**src/design/c2s_isqrt.sv**
```systemverilog
`default_nettype none

module c2s_isqrt #(
    parameter int IN_W   = 36,
    parameter int SIDE_W = 1
) (
    input  logic                clk,
    input  logic                rst_n,
    input  logic                en,
    input  logic                in_valid,
    input  logic [IN_W-1:0]     radicand,
    input  logic [SIDE_W-1:0]   in_side,
    output logic                out_valid,
    output logic [IN_W/2-1:0]   root,
    output logic [IN_W/2:0]     rem,
    output logic [SIDE_W-1:0]   out_side
);

    localparam int R = IN_W / 2;

    logic [R-1:0]      root_reg [R];
    logic [R:0]        rem_reg  [R];
    logic [IN_W-1:0]   val_reg  [R];
    logic [SIDE_W-1:0] side_reg [R];
    logic              vld_reg  [R];

    // one result bit per stage
    for (genvar j = 0; j < R; j++) begin : g_st
        logic [R-1:0]      p_root;
        logic [R:0]        p_rem;
        logic [IN_W-1:0]   p_val;
        logic [SIDE_W-1:0] p_side;
        logic              p_vld;
        logic [R+2:0]      cur;
        logic [R+2:0]      trial;
        logic [R+2:0]      diff;
        logic              ge;

        if (j == 0) begin : g_first
            assign p_root = '0;
            assign p_rem  = '0;
            assign p_val  = radicand;
            assign p_side = in_side;
            assign p_vld  = in_valid;
        end
        else begin : g_next
            assign p_root = root_reg[j-1];
            assign p_rem  = rem_reg[j-1];
            assign p_val  = val_reg[j-1];
            assign p_side = side_reg[j-1];
            assign p_vld  = vld_reg[j-1];
        end

        assign cur   = {p_rem, p_val[IN_W-1 -: 2]};
        assign trial = {1'b0, p_root, 2'b01};
        assign diff  = cur - trial;
        assign ge    = (cur >= trial);

        always_ff @(posedge clk or negedge rst_n) begin
            if (!rst_n) begin
                vld_reg[j] <= 1'b0;
            end
            else if (en) begin
                vld_reg[j] <= p_vld;
            end
        end

        always_ff @(posedge clk) begin
            if (en) begin
                root_reg[j] <= {p_root[R-2:0], ge};
                rem_reg[j]  <= ge ? diff[R:0] : cur[R:0];
                val_reg[j]  <= {p_val[IN_W-3:0], 2'b00};
                side_reg[j] <= p_side;
            end
        end
    end

    assign out_valid = vld_reg[R-1];
    assign root      = root_reg[R-1];
    assign rem       = rem_reg[R-1];
    assign out_side  = side_reg[R-1];

endmodule

`default_nettype wire

```
**config.mk**
```make
export PLATFORM = sky130hd
export DESIGN_NAME = c2s_isqrt
export DESIGN_NICKNAME = d
export VERILOG_FILES = /design/src/design/c2s_isqrt.sv
export SDC_FILE = /design/constraint.sdc
export NUM_CORES = 1
export LEC_CHECK = 0
export CAP_MARGIN = 5
export CORE_UTILIZATION = 59
export CTS_CLUSTER_DIAMETER = 150
export DETAILED_ROUTE_END_ITERATION = 10
export DONT_BUFFER_PORTS = 1
export GPL_TIMING_DRIVEN = 0
export PLACE_DENSITY_LB_ADDON = 0.08
export SLEW_MARGIN = 30
export SYNTH_ARGS = -nofsm -noshare
export SYNTH_HDL_FRONTEND = slang
export SYNTH_SLANG_ARGS = --single-unit
```
**constraint.sdc**
```tcl
create_clock -name clk -period 4.2 [get_ports clk]
set_clock_uncertainty 0.1 [all_clocks]
set_input_delay 0.42 -clock clk [delete_from_list [all_inputs] [get_ports clk]]
set_output_delay 0.42 -clock clk [all_outputs]
set_load 0.05 [all_outputs]
```
After elaboration in Yosys (flattened, before gate mapping)
Memories as Yosys holds them, arrays and structs flattened.
Index checks and enable logic that the tools add are counted.
{"block": "word_totals", "input_bits": 41, "ram_bits": 1296, "register_bits": 18, "memories": 4}
{"name": "val_reg", "depth": 18, "word_bits": 34, "rd": 17, "rd_clocked_by_memory_dff": 0, "wr": 18, "line": "23", "rtl": "logic [IN_W-1:0] val_reg [R];"}
{"name": "rem_reg", "depth": 18, "word_bits": 19, "rd": 18, "rd_clocked_by_memory_dff": 0, "wr": 18, "line": "22", "rtl": "logic [R:0] rem_reg [R];"}
{"name": "root_reg", "depth": 18, "word_bits": 18, "rd": 18, "rd_clocked_by_memory_dff": 0, "wr": 18, "line": "21", "rtl": "logic [R-1:0] root_reg [R];"}
{"name": "side_reg", "depth": 18, "word_bits": 1, "rd": 18, "rd_clocked_by_memory_dff": 0, "wr": 18, "line": "24", "rtl": "logic [SIDE_W-1:0] side_reg [R];"}
{"block": "op_classes", "order_cmp": 18, "muxes": 20, "n_addsub": 18}
{"op": "$ge A21 B20 Y1", "n": 17}
{"op": "$mux W19", "n": 18}
{"op": "$sub A19 B19 Y19", "n": 17}
{"op": "$sub A2 B1 Y3 const B", "n": 1}
{"op": "$ge A2 B1 Y1 const B", "n": 1}
{"op": "$mux W1", "n": 2}

Longest topological paths before layout
An unclocked memory read counts as a cell.
{"block": "logic_depth", "word_depth": 3, "mapped_depth": 11, "ltp_nobuf": 10}

Worst setup path before layout
Ideal clock, no wire load.
{"block": "synth_path", "kind": "register to register", "from": "mem rem_reg[16][9] (netlist bit)", "to": "mem rem_reg[17][11] (netlist bit), data pin", "stages_incl_launch_ff": 10, "t_arrival_ns": 2.584, "setup_ns": 0.262, "setup_slack_ns": 1.254, "path_cell_list": "edfxtp_1 > ha_1 > a21oi_2 > o211ai_1 > a211oi_1 > o41ai_1 > a221o_1 > a2111oi_4 > buf_6 > mux2_1"}
{"item": "start, declared", "line": "22"}

==> metrics.yaml <==
timing:
  rsz0062_at_grt: "false"
  period_needed_ns: 3.804
  fin_crit_sh_pct: 90.57
  maxSlewViolCount: 596
  hold_ws_ns: -0.1534
  setup_viol: 0
  hold_violations: 9
  tightest_slew_ns: 3.116
  fmax_mhz: 262.9
  slew_headroom_pct: -107.7
  worst_slack_ns: 0.3962
  fin_tns_setup_ns: 0
pwr:
  ir_drop_mv: 0.5321
  switching_share_pct: 27.04
  clkPwrFrac_pct: 32.8
  switchingPower_mw: 5.926
  powerDensity_nw_per_um2: 514.9
  pwr-share-seq_pct: 51.6
  p_comb_share_pct: 15.6
  p_leak_nw: 16.18
  intPower_mw: 15.99
cells_and_area:
  filler_cell_count: 4569
  finalNetCount: 3232
  drive_gt1_share_pct: 6.908
  diodes: 0
  area_growth_pct: 11.00
  final_cells: 3924
  largest_reg_flops: 320
floorplan:
  io_pins: 80
  core_um2: 64350
  initial_core_util_pct: 59.59
  core.rowCount: 93
  die_area_um2: 66020
  die_x_um: 256.9
  die_y_um: 256.9
synth:
  yosysUniqueCellTypes: 82
  yosys-top-cells-count: "edfxtp_1, inv_1, ha_1"
  synth_compound_area_share_pct: 9.570
  syn_nets: 3104
  synth_edf_count: 815
  async_flop_share_pct: 2.161
  yosys.area.top_type: "edfxtp_1"
  ys_ff_latch: 833
  synthMostInstantiatedCell: "edfxtp_1"
  synth_ff_type: "edfxtp_1"
  synth_top_area_share_pct: 63.82
  synthSimpleGateAreaFrac_pct: 9.090
  yosysWarnings: 0
  synthCells: 2871
  synthAdderAreaFrac_pct: 6.264
  yosys-top-cells-area: "edfxtp_1, ha_1, xor2_1"
  synth-xor-area-share_pct: 5.230
  yosys-mux-area-fraction_pct: 1.932
  syn_area_per_cell_um2: 13.36
  ys_seq_area_share_pct: 64.99
  synthesis.area_um2: 38350
  synth_top_family_by_area: "compound AO/OA/AOI/OAI gates"
global_routing:
  grt_first_pass_wirelength_um: 112700
  grt_max_degree: 817
  antenna_found_initial: 0
  grt_pass1_vias: 22410
  track_usage_pct: 21.13
  grt_overflow: 0
clock_network:
  cts_root_buf: "clkbuf_16"
  cts_tree: "built"
  clk_latency_ns: 0.65
  clk_pin_slew_ns: 0.06
  clockBufferDepth: 3
  cts_max_level: 3
  postCtsResizedCells: 0
  cts_buffers: 85
  cts.sinks: 833
route:
  first_iter_violations: 1932
  vias: 22660
  drc: 0
  drtAntennaViolNets: 0
  viasPerCell: 5.776
  wire_per_inst_um: 17.75
  dr.pass1.iters: 6
  wl_um: 69660
place:
  numPortBuffers: 0
  place_inst: 3726
  gp_congestion: 0.9445
  pre_cts_ws_ns: 0.6105
  hpwl_um: 47350
run:
  cap_violations: 0
setup_path:
  cp.required_ns: 4.44
  cp-start-kind: "register"
  path_max_fanout: 10
  startpoint: "rem_reg[15][0]"
  worstSetupEndpointType: "register"
  worstSetupPathType: "reg2reg"
  arrival_ns: 4.04
  reg2reg_from: "rem_reg[15][0]"
status:
  violations: "hold timing, slew limit"
  status: "finished, violations left"
hold_path:
  min_from: "en"
  hp-class: "in2reg"
## power groups by stage
stage,clock network [mW],registers (mW),logic (mW)
after floorplan,0,11.2,2.63
after global placement,0,11.4,3.18
after detailed placement,0,11.4,3.30
after CTS,7.37,11.3,3.36
after global routing,7.72,11.4,3.80
final,7.20,11.3,3.42
## layout make-up
cell class                      instances  area [µm²]  area share, %
Buffer                                 39       203.9         0.4791
Inverter                              243       912.1          2.143
Tap cell                              855        1070          2.513
Clock buffer                          107        2210          5.191
Clock inverter                         50       503.0          1.182
Timing Repair Buffer                   41       427.9          1.005
Multi-Input combinational cell       1756       12320          28.93
Sequential cell                       833       24920          58.55
## through the flow
step           instance area [µm²]  power [mW]  hold WS, ns  utilization (%)
3_3_place_gp                 39420       14.59      0.02485            61.26
4_1_cts                      42530       22.01      -0.2398            66.10
5_1_grt                      42570       22.89      -0.2086            66.15
6_report                     42570       21.92      -0.1534            66.15
2_1_floorplan                38350       13.85      0.02441                -
3_5_place_dp                 39420       14.74      0.02482            61.26
## layer usage
metal,GRT usage [%],vias up,part of all wire (%)
met5,0,-,0
met4,6.101,0,2.3
met3,3.871,125,6.4
met2,33.32,621,46
met1,30.18,10960,45
li1,-,10960,-
## cells by family (layout without fill, tap and decap cells)
group | after synthesis | in the layout
simple gates | 700 | 700
compound gates | 567 | 567
fa+ha+maj | 192 | 192
mux | 67 | 67
flops | 833 | 833
buf+inv | 282 | 480
xor+xnor | 229 | 229
other cells | 1 | 1
## path summary, 6_finish.rpt
kind,to,slack [ns],depth (start not counted)
max in group asynchronous,g_st[7].p_vld,3.32,1
setup / recovery,rem_reg[16][10],0.40,8
hold / removal,val_reg[5][12],-0.15,0
min in group asynchronous,g_st[15].p_vld,0.18,1
hold reg to reg,side_reg[17],0.31,0
setup reg to reg,rem_reg[16][10],0.40,8
## layout by cell type, fill, tap and decap left out, types with 38 or more instances in the layout
master and n:
a21o_1 42, a21oi_1 142, clkbuf_1 38, clkbuf_16 85
dlygate4sd3_1 40, edfxtp_1 815, ha_1 192, inv_1 241
nand2_1 177, nand3_1 38, nor2_1 168, nor3_1 66
nor4_1 38, o21a_1 51, o21ai_0 131, xnor2_1 104
xor2_1 125
## critical path, stage by stage, from the launching register on
cell	delay, ns
edfxtp_1	0.39
ha_1	0.35
o21a_1	0.14
or4_1	0.46
a31oi_1	0.49
o211ai_1	0.31
a21oi_2	0.60
clkbuf_1	0.42
o21ai_0	0.22
## repair_timing
item	4_1_cts	5_1_grt
buffers inserted	0	0
hold endpoints to repair	483	101
hold buffers	40	1
Power figures use the tool's default switching activity.
